<file path="config.mk">
export PLATFORM = sky130hd
export DESIGN_NAME = windowed_average_deadband
export DESIGN_NICKNAME = d
export VERILOG_FILES = /design/src/wad_pkg.sv /design/src/wad_div.sv /design/src/wad_datapath.sv /design/src/wad_ctrl.sv /design/src/windowed_average_deadband.sv
export SDC_FILE = /design/constraint.sdc
export NUM_CORES = 2
export LEC_CHECK = 0
export ABC_AREA = 1
export BUFFER_PORTS_ARGS = -buffer_cell sky130_fd_sc_hd__buf_4
export CAP_MARGIN = 10
export CORE_UTILIZATION = 35
export CTS_BUF_LIST = sky130_fd_sc_hd__clkbuf_2 sky130_fd_sc_hd__clkbuf_4 sky130_fd_sc_hd__clkbuf_8
export DETAILED_ROUTE_END_ITERATION = 6
export PLACE_DENSITY = 0.52
export SLEW_MARGIN = 5
export SYNTH_ARGS = -nofsm -noshare
export SYNTH_HDL_FRONTEND = slang
export SYNTH_SLANG_ARGS = --single-unit
</file>
<file path="constraint.sdc">
create_clock -name clk -period 8.5 [get_ports clk]
set_clock_uncertainty 0.05 [all_clocks]
set_input_delay 0.425 -clock clk [delete_from_list [all_inputs] [get_ports clk]]
set_output_delay 0.425 -clock clk [all_outputs]
set_load 0.005 [all_outputs]
</file>
<file path="src/wad_pkg.sv">
`timescale 1ns / 1ps
// Shared constants, codes and control types of the windowed average block.
package wad_pkg;

    localparam int MAX_WINDOW_DEF  = 32;
    localparam int SAMPLE_BITS_DEF = 16;

    localparam int WLEN_W     = 6;
    localparam int THR_W      = 16;
    localparam int CFG_IDX_W  = 1;
    localparam int CFG_DATA_W = 16;

    localparam logic [WLEN_W-1:0] WLEN_RESET = WLEN_W'(32);
    localparam logic [THR_W-1:0]  THR_RESET  = '0;

    localparam logic [CFG_IDX_W-1:0] CFG_WINDOW_LEN = CFG_IDX_W'(0);
    localparam logic [CFG_IDX_W-1:0] CFG_THRESHOLD  = CFG_IDX_W'(1);

    typedef enum logic [2:0] {
        S_IDLE,
        S_FETCH,
        S_ACCUM,
        S_BAND,
        S_START,
        S_DIV,
        S_OUT
    } state_t;

    typedef struct packed {
        logic capture;
        logic fetch;
        logic accum;
        logic band;
        logic div_start;
        logic out_load;
    } cmd_t;

    typedef struct packed {
        logic div_busy;
        logic div_done;
    } status_t;

endpackage

</file>
<file path="src/wad_div.sv">
`timescale 1ns / 1ps
// Two-lane restoring divider: signed sums by the fill count, one quotient bit a cycle.
module wad_div
    import wad_pkg::*;
#(
    parameter int SUM_W       = 21,
    parameter int CNT_W       = 6,
    parameter int SAMPLE_BITS = SAMPLE_BITS_DEF
)
(
    input  logic                          clk,
    input  logic                          rst_n,
    input  logic                          start,
    input  logic signed [SUM_W-1:0]       dividend_x,
    input  logic signed [SUM_W-1:0]       dividend_y,
    input  logic        [CNT_W-1:0]       divisor,
    output logic                          busy,
    output logic                          done,
    output logic signed [SAMPLE_BITS-1:0] quot_x,
    output logic signed [SAMPLE_BITS-1:0] quot_y
);

    localparam int ITER_W = $clog2(SUM_W + 1);

    logic              busy_reg, busy_next;
    logic              done_reg, done_next;
    logic [ITER_W-1:0] iter_reg, iter_next;
    logic [CNT_W-1:0]  dvs_reg,  dvs_next;

    logic signed [SUM_W-1:0] dividend [2];
    logic [SUM_W-1:0]        mag_reg  [2];
    logic [SUM_W-1:0]        mag_next [2];
    logic [CNT_W-1:0]        rem_reg  [2];
    logic [CNT_W-1:0]        rem_next [2];
    logic                    neg_reg  [2];
    logic                    neg_next [2];
    logic [SUM_W-1:0]        signed_q [2];

    assign dividend[0] = dividend_x;
    assign dividend[1] = dividend_y;

    always_comb
    begin
        busy_next = busy_reg;
        done_next = 1'b0;
        iter_next = iter_reg;
        dvs_next  = dvs_reg;
        if (start)
        begin
            busy_next = 1'b1;
            iter_next = ITER_W'(SUM_W);
            dvs_next  = divisor;
        end
        else if (busy_reg)
        begin
            iter_next = iter_reg - ITER_W'(1);
            if (iter_reg == ITER_W'(1))
            begin
                busy_next = 1'b0;
                done_next = 1'b1;
            end
        end
    end

    for (genvar l = 0; l < 2; l++)
    begin : g_lane
        logic [CNT_W:0] trial;

        always_comb
        begin
            trial       = {rem_reg[l], mag_reg[l][SUM_W-1]};
            mag_next[l] = mag_reg[l];
            rem_next[l] = rem_reg[l];
            neg_next[l] = neg_reg[l];
            if (start)
            begin
                neg_next[l] = dividend[l][SUM_W-1];
                mag_next[l] = dividend[l][SUM_W-1] ? (~dividend[l] + SUM_W'(1))
                                                   : dividend[l];
                rem_next[l] = '0;
            end
            else if (busy_reg)
            begin
                if (trial >= {1'b0, dvs_reg})
                begin
                    rem_next[l] = CNT_W'(trial - {1'b0, dvs_reg});
                    mag_next[l] = {mag_reg[l][SUM_W-2:0], 1'b1};
                end
                else
                begin
                    rem_next[l] = trial[CNT_W-1:0];
                    mag_next[l] = {mag_reg[l][SUM_W-2:0], 1'b0};
                end
            end
        end

        always_ff @(posedge clk)
        begin
            mag_reg[l] <= mag_next[l];
            rem_reg[l] <= rem_next[l];
            neg_reg[l] <= neg_next[l];
        end

        // truncate toward zero: divide the magnitude, then restore the sign
        assign signed_q[l] = neg_reg[l] ? (~mag_reg[l] + SUM_W'(1)) : mag_reg[l];
    end

    always_ff @(posedge clk or negedge rst_n)
    begin
        if (!rst_n)
        begin
            busy_reg <= 1'b0;
            done_reg <= 1'b0;
            iter_reg <= '0;
        end
        else
        begin
            busy_reg <= busy_next;
            done_reg <= done_next;
            iter_reg <= iter_next;
        end
    end

    always_ff @(posedge clk)
    begin
        dvs_reg <= dvs_next;
    end

    assign busy   = busy_reg;
    assign done   = done_reg;
    assign quot_x = signed_q[0][SAMPLE_BITS-1:0];
    assign quot_y = signed_q[1][SAMPLE_BITS-1:0];

endmodule

</file>
<file path="src/wad_datapath.sv">
`timescale 1ns / 1ps
// Datapath: sample window memory, running and held sums, deadband test, divider, output item.
module wad_datapath
    import wad_pkg::*;
#(
    parameter int MAX_WINDOW  = MAX_WINDOW_DEF,
    parameter int SAMPLE_BITS = SAMPLE_BITS_DEF
)
(
    input  logic                          clk,
    input  logic                          rst_n,
    input  cmd_t                          cmd,
    output status_t                       status,
    input  logic signed [SAMPLE_BITS-1:0] sample_x,
    input  logic signed [SAMPLE_BITS-1:0] sample_y,
    input  logic        [WLEN_W-1:0]      window_len,
    input  logic        [THR_W-1:0]       threshold,
    output logic signed [SAMPLE_BITS-1:0] avg_x,
    output logic signed [SAMPLE_BITS-1:0] avg_y,
    output logic                          updated
);

    localparam int PTR_W  = $clog2(MAX_WINDOW);
    localparam int CNT_W  = $clog2(MAX_WINDOW + 1);
    localparam int SUM_W  = SAMPLE_BITS + PTR_W;
    localparam int LEN_W  = (CNT_W > WLEN_W) ? CNT_W : WLEN_W;
    localparam int PROD_W = THR_W + CNT_W;
    localparam int CMP_W  = (PROD_W > SUM_W + 1) ? PROD_W : SUM_W + 1;
    localparam int ENT_W  = 2 * SAMPLE_BITS;

    // window memory: x in the upper half, y in the lower half
    logic [ENT_W-1:0] win_mem [MAX_WINDOW];
    logic [ENT_W-1:0] rd_reg;

    logic signed [SAMPLE_BITS-1:0] sx_reg, sy_reg;
    logic [PTR_W-1:0]        slot_reg, slot_next;
    logic [CNT_W-1:0]        fill_reg, fill_next;
    logic signed [SUM_W-1:0] run_x_reg, run_x_next, run_y_reg, run_y_next;
    logic signed [SUM_W-1:0] held_x_reg, held_x_next, held_y_reg, held_y_next;
    logic                    upd_reg, upd_next;
    logic signed [SAMPLE_BITS-1:0] avg_x_reg, avg_y_reg;
    logic                    updated_reg;

    logic [LEN_W-1:0]        len_raw, len_eff;
    logic                    drop;
    logic [CNT_W:0]          old_diff;
    logic [PTR_W-1:0]        old_addr;
    logic signed [SAMPLE_BITS-1:0] old_x, old_y;
    logic signed [SUM_W-1:0] sub_x, sub_y;
    logic signed [SUM_W:0]   diff_x, diff_y;
    logic [SUM_W:0]          mag_x, mag_y;
    logic [PROD_W-1:0]       band;
    logic                    out_x, out_y;
    logic signed [SAMPLE_BITS-1:0] quot_x, quot_y;

    // clamp window length to 1..MAX_WINDOW
    always_comb
    begin
        len_raw = LEN_W'(window_len);
        priority if (len_raw == '0)
            len_eff = LEN_W'(1);
        else if (len_raw > LEN_W'(MAX_WINDOW))
            len_eff = LEN_W'(MAX_WINDOW);
        else
            len_eff = len_raw;
    end

    assign drop = LEN_W'(fill_reg) >= len_eff;

    // oldest slot: write slot minus fill count, wrapped into the window
    always_comb
    begin
        old_diff = (CNT_W + 1)'(slot_reg) - (CNT_W + 1)'(fill_reg);
        if (old_diff[CNT_W])
            old_diff = old_diff + (CNT_W + 1)'(MAX_WINDOW);
        old_addr = old_diff[PTR_W-1:0];
    end

    always_ff @(posedge clk)
    begin
        if (cmd.accum)
            win_mem[slot_reg] <= {sx_reg, sy_reg};
        if (cmd.fetch)
            rd_reg <= win_mem[old_addr];
    end

    assign old_x = rd_reg[ENT_W-1:SAMPLE_BITS];
    assign old_y = rd_reg[SAMPLE_BITS-1:0];
    assign sub_x = drop ? SUM_W'(old_x) : '0;
    assign sub_y = drop ? SUM_W'(old_y) : '0;

    assign diff_x = (SUM_W + 1)'(held_x_reg) - (SUM_W + 1)'(run_x_reg);
    assign diff_y = (SUM_W + 1)'(held_y_reg) - (SUM_W + 1)'(run_y_reg);
    assign mag_x  = diff_x[SUM_W] ? -diff_x : diff_x;
    assign mag_y  = diff_y[SUM_W] ? -diff_y : diff_y;
    assign band   = PROD_W'(threshold) * PROD_W'(fill_reg);
    assign out_x  = CMP_W'(mag_x) > CMP_W'(band);
    assign out_y  = CMP_W'(mag_y) > CMP_W'(band);

    always_comb
    begin
        slot_next   = slot_reg;
        fill_next   = fill_reg;
        run_x_next  = run_x_reg;
        run_y_next  = run_y_reg;
        held_x_next = held_x_reg;
        held_y_next = held_y_reg;
        upd_next    = upd_reg;
        if (cmd.accum)
        begin
            // drop the oldest sample once full, else grow the window
            if (!drop)
                fill_next = fill_reg + CNT_W'(1);
            slot_next  = (slot_reg == PTR_W'(MAX_WINDOW - 1)) ? '0 : slot_reg + PTR_W'(1);
            run_x_next = run_x_reg - sub_x + SUM_W'(sx_reg);
            run_y_next = run_y_reg - sub_y + SUM_W'(sy_reg);
        end
        if (cmd.band)
        begin
            if (out_x)
                held_x_next = run_x_reg;
            if (out_y)
                held_y_next = run_y_reg;
            upd_next = out_x | out_y;
        end
    end

    always_ff @(posedge clk or negedge rst_n)
    begin
        if (!rst_n)
        begin
            slot_reg   <= '0;
            fill_reg   <= '0;
            run_x_reg  <= '0;
            run_y_reg  <= '0;
            held_x_reg <= '0;
            held_y_reg <= '0;
        end
        else
        begin
            slot_reg   <= slot_next;
            fill_reg   <= fill_next;
            run_x_reg  <= run_x_next;
            run_y_reg  <= run_y_next;
            held_x_reg <= held_x_next;
            held_y_reg <= held_y_next;
        end
    end

    always_ff @(posedge clk)
    begin
        upd_reg <= upd_next;
        if (cmd.capture)
        begin
            sx_reg <= sample_x;
            sy_reg <= sample_y;
        end
        if (cmd.out_load)
        begin
            avg_x_reg   <= quot_x;
            avg_y_reg   <= quot_y;
            updated_reg <= upd_reg;
        end
    end

    wad_div #(
        .SUM_W       (SUM_W),
        .CNT_W       (CNT_W),
        .SAMPLE_BITS (SAMPLE_BITS)
    ) u_div (
        .clk        (clk),
        .rst_n      (rst_n),
        .start      (cmd.div_start),
        .dividend_x (held_x_reg),
        .dividend_y (held_y_reg),
        .divisor    (fill_reg),
        .busy       (status.div_busy),
        .done       (status.div_done),
        .quot_x     (quot_x),
        .quot_y     (quot_y)
    );

    assign avg_x   = avg_x_reg;
    assign avg_y   = avg_y_reg;
    assign updated = updated_reg;

`ifndef ASSERT_OFF
    a_fill_bound: assert property (@(posedge clk) disable iff (!rst_n)
        fill_reg <= CNT_W'(MAX_WINDOW))
        else $error("fill count above window depth");

    a_fill_grow: assert property (@(posedge clk) disable iff (!rst_n)
        cmd.accum && !drop |=> fill_reg == $past(fill_reg) + CNT_W'(1))
        else $error("fill count did not grow on a non-full window");

    a_fill_hold: assert property (@(posedge clk) disable iff (!rst_n)
        cmd.accum && drop |=> fill_reg == $past(fill_reg))
        else $error("fill count moved on a full window");

    a_slot_bound: assert property (@(posedge clk) disable iff (!rst_n)
        slot_reg <= PTR_W'(MAX_WINDOW - 1))
        else $error("write slot outside window");
`endif

endmodule

</file>
<file path="src/wad_ctrl.sv">
`timescale 1ns / 1ps
// Controller: sequences one item through fetch, accumulate, deadband, divide and output.
module wad_ctrl
    import wad_pkg::*;
(
    input  logic    clk,
    input  logic    rst_n,
    input  logic    in_valid,
    output logic    in_stall,
    output logic    out_valid,
    input  logic    out_stall,
    output cmd_t    cmd,
    input  status_t status
);

    state_t state_reg, state_next;
    logic   out_valid_reg, out_valid_next;

    always_ff @(posedge clk or negedge rst_n)
    begin
        if (!rst_n)
        begin
            state_reg     <= S_IDLE;
            out_valid_reg <= 1'b0;
        end
        else
        begin
            state_reg     <= state_next;
            out_valid_reg <= out_valid_next;
        end
    end

    always_comb
    begin
        state_next = state_reg;
        cmd        = '0;
        in_stall   = 1'b1;
        unique case (state_reg)
            S_IDLE:
            begin
                in_stall = 1'b0;
                if (in_valid)
                begin
                    cmd.capture = 1'b1;
                    state_next  = S_FETCH;
                end
            end
            S_FETCH:
            begin
                cmd.fetch  = 1'b1;
                state_next = S_ACCUM;
            end
            S_ACCUM:
            begin
                cmd.accum  = 1'b1;
                state_next = S_BAND;
            end
            S_BAND:
            begin
                cmd.band   = 1'b1;
                state_next = S_START;
            end
            S_START:
            begin
                cmd.div_start = 1'b1;
                state_next    = S_DIV;
            end
            S_DIV:
            begin
                if (status.div_done)
                    state_next = S_OUT;
            end
            S_OUT:
            begin
                // hold the result until the output register frees up
                if (!out_valid_reg || !out_stall)
                begin
                    cmd.out_load = 1'b1;
                    state_next   = S_IDLE;
                end
            end
            default:
            begin
                state_next = S_IDLE;
            end
        endcase
    end

    always_comb
    begin
        out_valid_next = out_valid_reg;
        if (cmd.out_load)
            out_valid_next = 1'b1;
        else if (!out_stall)
            out_valid_next = 1'b0;
    end

    assign out_valid = out_valid_reg;

`ifndef ASSERT_OFF
    a_start_idle: assert property (@(posedge clk) disable iff (!rst_n)
        cmd.div_start |-> !status.div_busy)
        else $error("divider started while busy");

    a_no_overwrite: assert property (@(posedge clk) disable iff (!rst_n)
        cmd.out_load |-> (!out_valid_reg || !out_stall))
        else $error("output item overwritten while stalled");

    a_done_to_out: assert property (@(posedge clk) disable iff (!rst_n)
        state_reg == S_DIV && status.div_done |=> state_reg == S_OUT)
        else $error("divider result not taken");
`endif

endmodule

</file>
<file path="src/windowed_average_deadband.sv">
`timescale 1ns / 1ps
// Top level of the two-axis windowed average with deadband on the held output.
//
// Input channel: sample_x, sample_y with in_valid; the block raises in_stall
// while it works on an item. An item is taken when in_valid is high and
// in_stall low. Output channel: avg_x, avg_y, updated with out_valid; the
// receiver holds out_stall high to keep the item in the output register.
// Configuration: cfg_valid with cfg_index 0 (window length, cfg_data[5:0])
// or 1 (threshold, cfg_data[15:0]); cfg_ready is always high. Write only
// while no item is in flight.
// Each item passes through fetch, accumulate, deadband test and divider
// start, then the bit-serial divider (one quotient bit per cycle) works on
// sums of SUM_W = SAMPLE_BITS + clog2(MAX_WINDOW) bits before the output load.
// One item is in flight at a time and the next is taken in the cycle after
// the output load. If the receiver stalls, the finished item waits in the
// output register, the next item is still accepted and processed, and it
// waits before its own load until the register frees.
// Reset clears the window fill, write slot, running and held sums, sets the
// window length to 32 and the threshold to 0, and empties the output.
module windowed_average_deadband
    import wad_pkg::*;
#(
    parameter int MAX_WINDOW  = MAX_WINDOW_DEF,
    parameter int SAMPLE_BITS = SAMPLE_BITS_DEF
)
(
    input  logic                          clk,
    input  logic                          rst_n,
    input  logic                          in_valid,
    output logic                          in_stall,
    input  logic signed [SAMPLE_BITS-1:0] sample_x,
    input  logic signed [SAMPLE_BITS-1:0] sample_y,
    output logic                          out_valid,
    input  logic                          out_stall,
    output logic signed [SAMPLE_BITS-1:0] avg_x,
    output logic signed [SAMPLE_BITS-1:0] avg_y,
    output logic                          updated,
    input  logic                          cfg_valid,
    output logic                          cfg_ready,
    input  logic [CFG_IDX_W-1:0]          cfg_index,
    input  logic [CFG_DATA_W-1:0]         cfg_data
);

    logic [WLEN_W-1:0] wlen_reg;
    logic [THR_W-1:0]  thr_reg;
    cmd_t              cmd;
    status_t           status;

    assign cfg_ready = 1'b1;

    always_ff @(posedge clk or negedge rst_n)
    begin
        if (!rst_n)
        begin
            wlen_reg <= WLEN_RESET;
            thr_reg  <= THR_RESET;
        end
        else if (cfg_valid && cfg_ready)
        begin
            unique case (cfg_index)
                CFG_WINDOW_LEN: wlen_reg <= cfg_data[WLEN_W-1:0];
                CFG_THRESHOLD:  thr_reg  <= cfg_data[THR_W-1:0];
            endcase
        end
    end

    wad_ctrl u_ctrl (
        .clk       (clk),
        .rst_n     (rst_n),
        .in_valid  (in_valid),
        .in_stall  (in_stall),
        .out_valid (out_valid),
        .out_stall (out_stall),
        .cmd       (cmd),
        .status    (status)
    );

    wad_datapath #(
        .MAX_WINDOW  (MAX_WINDOW),
        .SAMPLE_BITS (SAMPLE_BITS)
    ) u_datapath (
        .clk        (clk),
        .rst_n      (rst_n),
        .cmd        (cmd),
        .status     (status),
        .sample_x   (sample_x),
        .sample_y   (sample_y),
        .window_len (wlen_reg),
        .threshold  (thr_reg),
        .avg_x      (avg_x),
        .avg_y      (avg_y),
        .updated    (updated)
    );

endmodule

</file>
=== After elaboration in Yosys (flattened, before gate mapping) ===
Memory sizes are Yosys's and may differ from the RTL's. A register that Yosys moved wholly into a read port is not among the register bits.
Cells that the tools add are included.

* Bits in read-only memories: 0
* Output and inout port bits: 36
* Memories kept: 4
* Memory bits (writable): 1080
* Register bits after elaboration: 200
* Bits in latches: 0
* Input port bits: 54
* Logic and storage cells: 132

* Add/subtract/negate cells: 19
* Bitwise operators: 7
* Equality and inequality tests: 12
* Multiplexer cells: 51
* Multiply operators: 1
* Magnitude comparators: 6
* Reduce and logical (&&, ||, !) cells: 12
* Shift-type cells: 0
* Div/mod/pow operators: 0

{| class="wikitable"
|+ Memory list
! memory !! depth !! width !! rd ports !! clocked after Yosys merged registers in !! wr ports !! RTL line !! RTL
|-
| u_datapath.win_mem || 32 || 32 || 1 || 1 || 1 || wad_datapath.sv:32 || <nowiki>logic [ENT_W-1:0] win_mem [MAX_WINDOW];</nowiki>
|-
| u_datapath.u_div.mag_reg || 2 || 21 || 2 || 0 || 2 || wad_div.sv:31 || <nowiki>logic [SUM_W-1:0] mag_reg [2];</nowiki>
|-
| u_datapath.u_div.rem_reg || 2 || 6 || 2 || 0 || 2 || wad_div.sv:33 || <nowiki>logic [CNT_W-1:0] rem_reg [2];</nowiki>
|-
| u_datapath.u_div.neg_reg || 2 || 1 || 2 || 0 || 2 || wad_div.sv:35 || <nowiki>logic neg_reg [2];</nowiki>
|}

{| class="wikitable"
|+ Operators with widths
! operator !! count
|-
| $mux 21 || 8
|-
| $mux 6 || 8
|-
| $gt 22x22->1 || 2
|-
| $mux 22 || 2
|-
| $neg 22->22 || 2
|-
| $sub 21x21->22 || 2
|-
| $add 21x16->21 || 2
|-
| $add 21x2->21 const B || 2
|-
| $not 21->21 || 2
|-
| $sub 21x21->21 || 2
|-
| $add 16x1->16 const B || 2
|-
| $mux 16 || 2
|-
| $not 16->16 || 2
|-
| $mux 1 || 23
|-
| $mul 16x6->22 || 1
|-
| $pmux 3 s7 || 1
|-
| $mux 5 || 4
|-
| $ge 7x6->1 || 2
|-
| $sub 6x6->6 || 2
|-
| $add 5x1->5 const B || 2
|-
| $reduce_and 2->1 || 5
|-
| $eq 3x3->1 const B || 3
|-
| $mux 3 || 3
|-
| $sub 5x6->7 || 1
|-
| 18 further kinds || 23
|}

=== Longest topological paths before layout ===
* Depth after elaboration: 7
* Gate-level depth with buffers: 37
* Mapped depth without buffers: 34

=== Modules after synthesis ===
A second synthesis with hierarchy kept.

* Cell total of the unflattened synthesis: 5793
* Area total of the unflattened synthesis: 64570.7 µm²

{| class="wikitable"
|+ By module, submodules not included
! module !! cells an instance !! seq. area each (µm²) !! instances !! area each (µm²)
|-
| wad_datapath || 4900 || 36069.6 || 1 || 58084.5
|-
| wad_div || 756 || 1916.8 || 1 || 5340.1
|-
| windowed_average_deadband || 98 || 551.8 || 1 || 885.8
|-
| wad_ctrl || 39 || 100.1 || 1 || 260.2
|}

=== Worst setup path before layout ===
OpenSTA, ideal clock, no wires.

* Kind: reg2reg
* Start point: reg u_datapath.fill_reg[4]
* End point: reg u_datapath.upd_reg, data pin
* Stages on the path, launching flop included: 34
* Buffers on the path: 3
* Period minus slack after synthesis: 5.918 ns
* Setup time: 0.253 ns
* Arrival time: 5.615 ns
* Required time: 8.197 ns
* Slack: 2.582 ns
* Path through: dfrtp_1 clkbuf_1 clkbuf_1 nand2_1 fa_1 fa_1 fa_1 inv_1 ha_1 nand3_1 nand2_1 a21oi_1 o21ai_0 nand2_1 nand2_1 nand3_1 nand2_1 a21oi_1 o21bai_1 a21oi_1 nor2_1 nor2_1 xor2_1 ha_1 and3_1 nand2_1 nor2_4 nand2_1 nor2_1 nor2_1 nand2_4 buf_4 nand2_1 nand2_1

* Cells in the longest elaborated chain, start to end: 3
* Elaborated cells on any way between the ends: 4
* Classes of those cells: 1 x mul; 2 x order compare; 1 x bitwise

{| class="wikitable"
|+ Ends and longest elaborated chain
! item !! RTL line !! RTL
|-
| start, declared || wad_datapath.sv:37 || <nowiki>logic [CNT_W-1:0] fill_reg, fill_next;</nowiki>
|-
| start signal, assigned || wad_datapath.sv:142 || <nowiki>fill_reg <= fill_next;</nowiki>
|-
| $mul 16x6->22 (*) || wad_datapath.sv:96 || <nowiki>assign band = PROD_W'(threshold) * PROD_W'(fill_reg);</nowiki>
|-
| $gt 22x22->1, on equally long branches || wad_datapath.sv:97, wad_datapath.sv:98 ||
|-
| $or 1x1->1 (*) || wad_datapath.sv:124 || <nowiki>upd_next = out_x | out_y;</nowiki>
|-
| end signal, assigned || wad_datapath.sv:152 || <nowiki>upd_reg <= upd_next;</nowiki>
|-
| end, declared || wad_datapath.sv:40 || <nowiki>logic upd_reg, upd_next;</nowiki>
|}

Mark *: on every way between the ends. The rest lies on a longest branch, timed or not.
A chain may end at the register's enable or synchronous reset.

=== Worst setup path after layout ===
* Start point: reg u_datapath.fill_reg[4]
* End point: reg u_datapath.held_x_reg[17]

* Cells in the longest elaborated chain, start to end: 3

{| class="wikitable"
|+ Ends and longest elaborated chain
! item !! RTL line !! RTL
|-
| $mul 16x6->22 || wad_datapath.sv:96 ||
|-
| $gt 22x22->1 || wad_datapath.sv:97 || <nowiki>assign out_x = CMP_W'(mag_x) > CMP_W'(band);</nowiki>
|-
| $reduce_and 2->1 (no source line) || -- ||
|-
| end signal, assigned || wad_datapath.sv:145 || <nowiki>held_x_reg <= held_x_next;</nowiki>
|-
| end, declared || wad_datapath.sv:39 || <nowiki>logic signed [SUM_W-1:0] held_x_reg, held_x_next, held_y_reg, held_y_next;</nowiki>
|}

No other way between the ends.

==> impl_metrics.yaml <==
yosys:
  synth-seq-area-share: 0.603
  syn_area_per_cell_sq_um: 11.3
  synth_warnings: 0
  synth-main-ff-cell: "edfxtp_1"
  synth_area_sq_um: 64100
  synth_cell_types: 59
  synth-edff-count: 1172
  synth_area_leader_cell: "edfxtp_1"
  synthDominantCellAreaShare: 0.549
  synthCells: 5647
  synth_fp_nets: 5991
  synth_async_sr_flop_share: 0.0976
  synth_area_leaders: "edfxtp_1 (55%), dfrtp_1 (5.0%), nand2_1 (5.0%)"
  ys_ff_latch: 1312
timing:
  worstMarginPinSlew_ps: 1230
  setup_viol: 0
  period_share: 0.805
  hold_viol: 0
  maxSlewHeadroom: 0.183
  tns_ps: 0
  period_needed_ps: 6840
  fmax_ghz: 0.146
  rsz0062_at_grt: "false"
  slew_viol_final: 0
global_routing:
  grt_pass1_wl_microns: 275000
  grt_antenna_before_repair: 8
  grt_pass1_vias: 43100
  grt_max_degree: 169
  grt-ovfl-total: 0
  grt_usage: 0.198
worst_hold_path:
  hp-class: "input pin to asynchronous set/reset pin"
outcome:
  violations: "DRC"
  status: "complete, but fails checks"
floorplan:
  die-area_sq_um: 185000
  ios: 90
  core-area_sq_um: 181000
  fp.dieH_microns: 430
  start_util: 0.353
  fp.dieW_microns: 430
  rows: 156
clock_network:
  postCtsSetupRepairBufs: 0
  cts.sinks: 1312
  clockRootBuffer: "clkbuf_8"
  clk_latency_ps: 980
  path_clk_slew_ps: 60
  htreeDepth: 4
  cts_buffer_depth: 3
  numCtsBuffers: 212
  cts_tree: "done"
run:
  max-cap-violations: 0
drt:
  drcViolationCount: 1
  wl_microns: 186000
  ant_nets: 0
  via_count: 43500
  routed_via_density: 5.18
  firstDrtPassIters: 7
  drt_iter0_markers: 3479
  routedWlPerCell_microns: 22.1
cells_and_area:
  largest_reg_flops: 1024
  syn_to_final_growth_pct: 13.3
  fillers: 17400
  drive_gt1_frac: 0.105
  final_util: 0.400
  fin_nets: 6178
setup_path:
  slowest_stage: "dfrtp_1"
  path_max_fanout: 23
  cpLargestDelayFamily: "simple AND/OR/NAND/NOR gates"
  path_common_cell: "nand2_1"
  cp-start-kind: "register"
  r2r_setup_slack_ps: 1660
  worstPathRequired_ps: 9300
  crit_arrival_ps: 7640
  slowest_delay_ps: 860
  path_buf_inv: 3
  worstSetupEndpointType: "register"
  critical_path_class: "register to register"
placement:
  gp_congestion: 0.877
  dp_hpwl_microns: 107000
  io_buffers: 88
==> metrics by stage <==
stage,instance area [sq um],setup slack (ps),std cells,hold slack (ps)
6_report,72600,1660,8384,89.6
5_1_grt,72600,959,8384,43.2
4_1_cts,72600,1670,8380,17.4
3_5_place_dp,67800,1700,7936,405
3_3_place_gp,67800,1770,7936,409
2_1_floorplan,64100,2580,5647,79.4
==> layout by cell type (no fill, tap or decap), types with 15 or more instances in the layout <==
master         Yosys  layout
nand4_1           74      74
a31oi_1           43      43
nand2_1          845     845
dfrtp_1          127     127
edfxtp_1        1172    1172
nor3_1            38      38
buf_4              5     168
fa_1             102     101
clkbuf_4           0      73
clkinv_1           4      60
a21oi_1          125     124
clkbuf_8           0     214
and3_1            32      32
xor2_1           109     107
dlygate4sd3_1      0      54
clkinv_2           0      28
mux2i_1          256     256
inv_1            641     635
nor2_4             1      36
nand3_1          266     266
o221ai_1         258     258
o21ai_0          415     415
ha_1             188     187
inv_2             13      16
nor2_2            14      15
nor2_1           458     422
xnor2_1           62      61
==> layout make-up <==
class                      instances  area, sq um  area share
inverter                         658         2480      0.0342
clock inverter                   103          762      0.0105
clock buffer                     287         3490      0.0481
sequential                      1312        38600       0.532
multi-input combinational       3419        22300       0.307
antenna                            4         10.0    0.000138
timing repair buffer             231         1970      0.0272
tap                             2370         2970      0.0409
==> routing by layer <==
layer,GRT usage,part of all wire
met1,0.264,0.44
met2,0.329,0.48
met3,0.0319,0.056
met4,0.0647,0.029
met5,0,0.000070
==> repair_timing <==
item	4_1_cts	5_1_grt
hold endpoints to repair	132	0
hold buffers	54	0
gates resized for setup	0	0
==> worst register-to-register path: cells and delay by family, from the launching register on <==
| family | cells | cell delay [ps] |
|---|---|---|
| AO/OA/AOI/OAI | 6 | 910 |
| XOR/XNOR | 1 | 170 |
| adder cells (fa/ha/maj) | 5 | 2190 |
| buffers and inverters | 3 | 220 |
| flip-flops | 1 | 860 |
| AND/OR/NAND/NOR | 15 | 2390 |
==> cells in the mapped netlist (7+ instances only) <==
cell	instances
edfxtp_1	1172
nand2_1	845
inv_1	641
nor2_1	458
o21ai_0	415
nand3_1	266
o221ai_1	258
mux2i_1	256
clkbuf_1	228
ha_1	188
dfrtp_1	127
a21oi_1	125
xor2_1	109
fa_1	102
nand4_1	74
xnor2_1	62
a31oi_1	43
nor3_1	38
and3_1	32
buf_1	17
nor2_2	14
inv_2	13
dfxtp_1	12
o31ai_1	12
mux2_2	10
nand3b_1	10
nor4_1	10
o21bai_1	9
o22ai_1	9
nand2_2	8
a21oi_2	7
nand3_2	7
or2_2	7
==> path summary, 6_finish.rpt <==
check	cells past startpoint	start	end
worst max-delay path	30	u_datapath.fill_reg[4]	u_datapath.held_x_reg[17]
worst min-delay path	2	rst_n	u_datapath.u_div.iter_reg[4]
worst max register to register	30	u_datapath.fill_reg[4]	u_datapath.held_x_reg[17]
worst min register to register	2	u_datapath.u_div.rem_reg[0][5]	u_datapath.u_div.rem_reg[0][5]
max in group asynchronous	3	rst_n	thr_reg[15]
min in group clk	2	sample_y[11]	u_datapath.sy_reg[11]
==> cell families (layout without fill, tap and decap cells) <==
kind of cell | Yosys count | count (layout) | synth area share
multiplexers | 266 | 266 | 0.0418
flip-flops | 1312 | 1312 | 0.603
buffers and inverters | 916 | 1279 | 0.0546
AND/OR/NAND/NOR | 1780 | 1780 | 0.118
AO/OA/AOI/OAI | 911 | 911 | 0.0901
XOR/XNOR | 171 | 171 | 0.0234
other | 1 | 5 | 0.0000585
adder cells (fa/ha/maj) | 290 | 290 | 0.0686
Power is not shown: default switching activity piles up to over one toggle a cycle in this logic, so the estimate is an artifact.
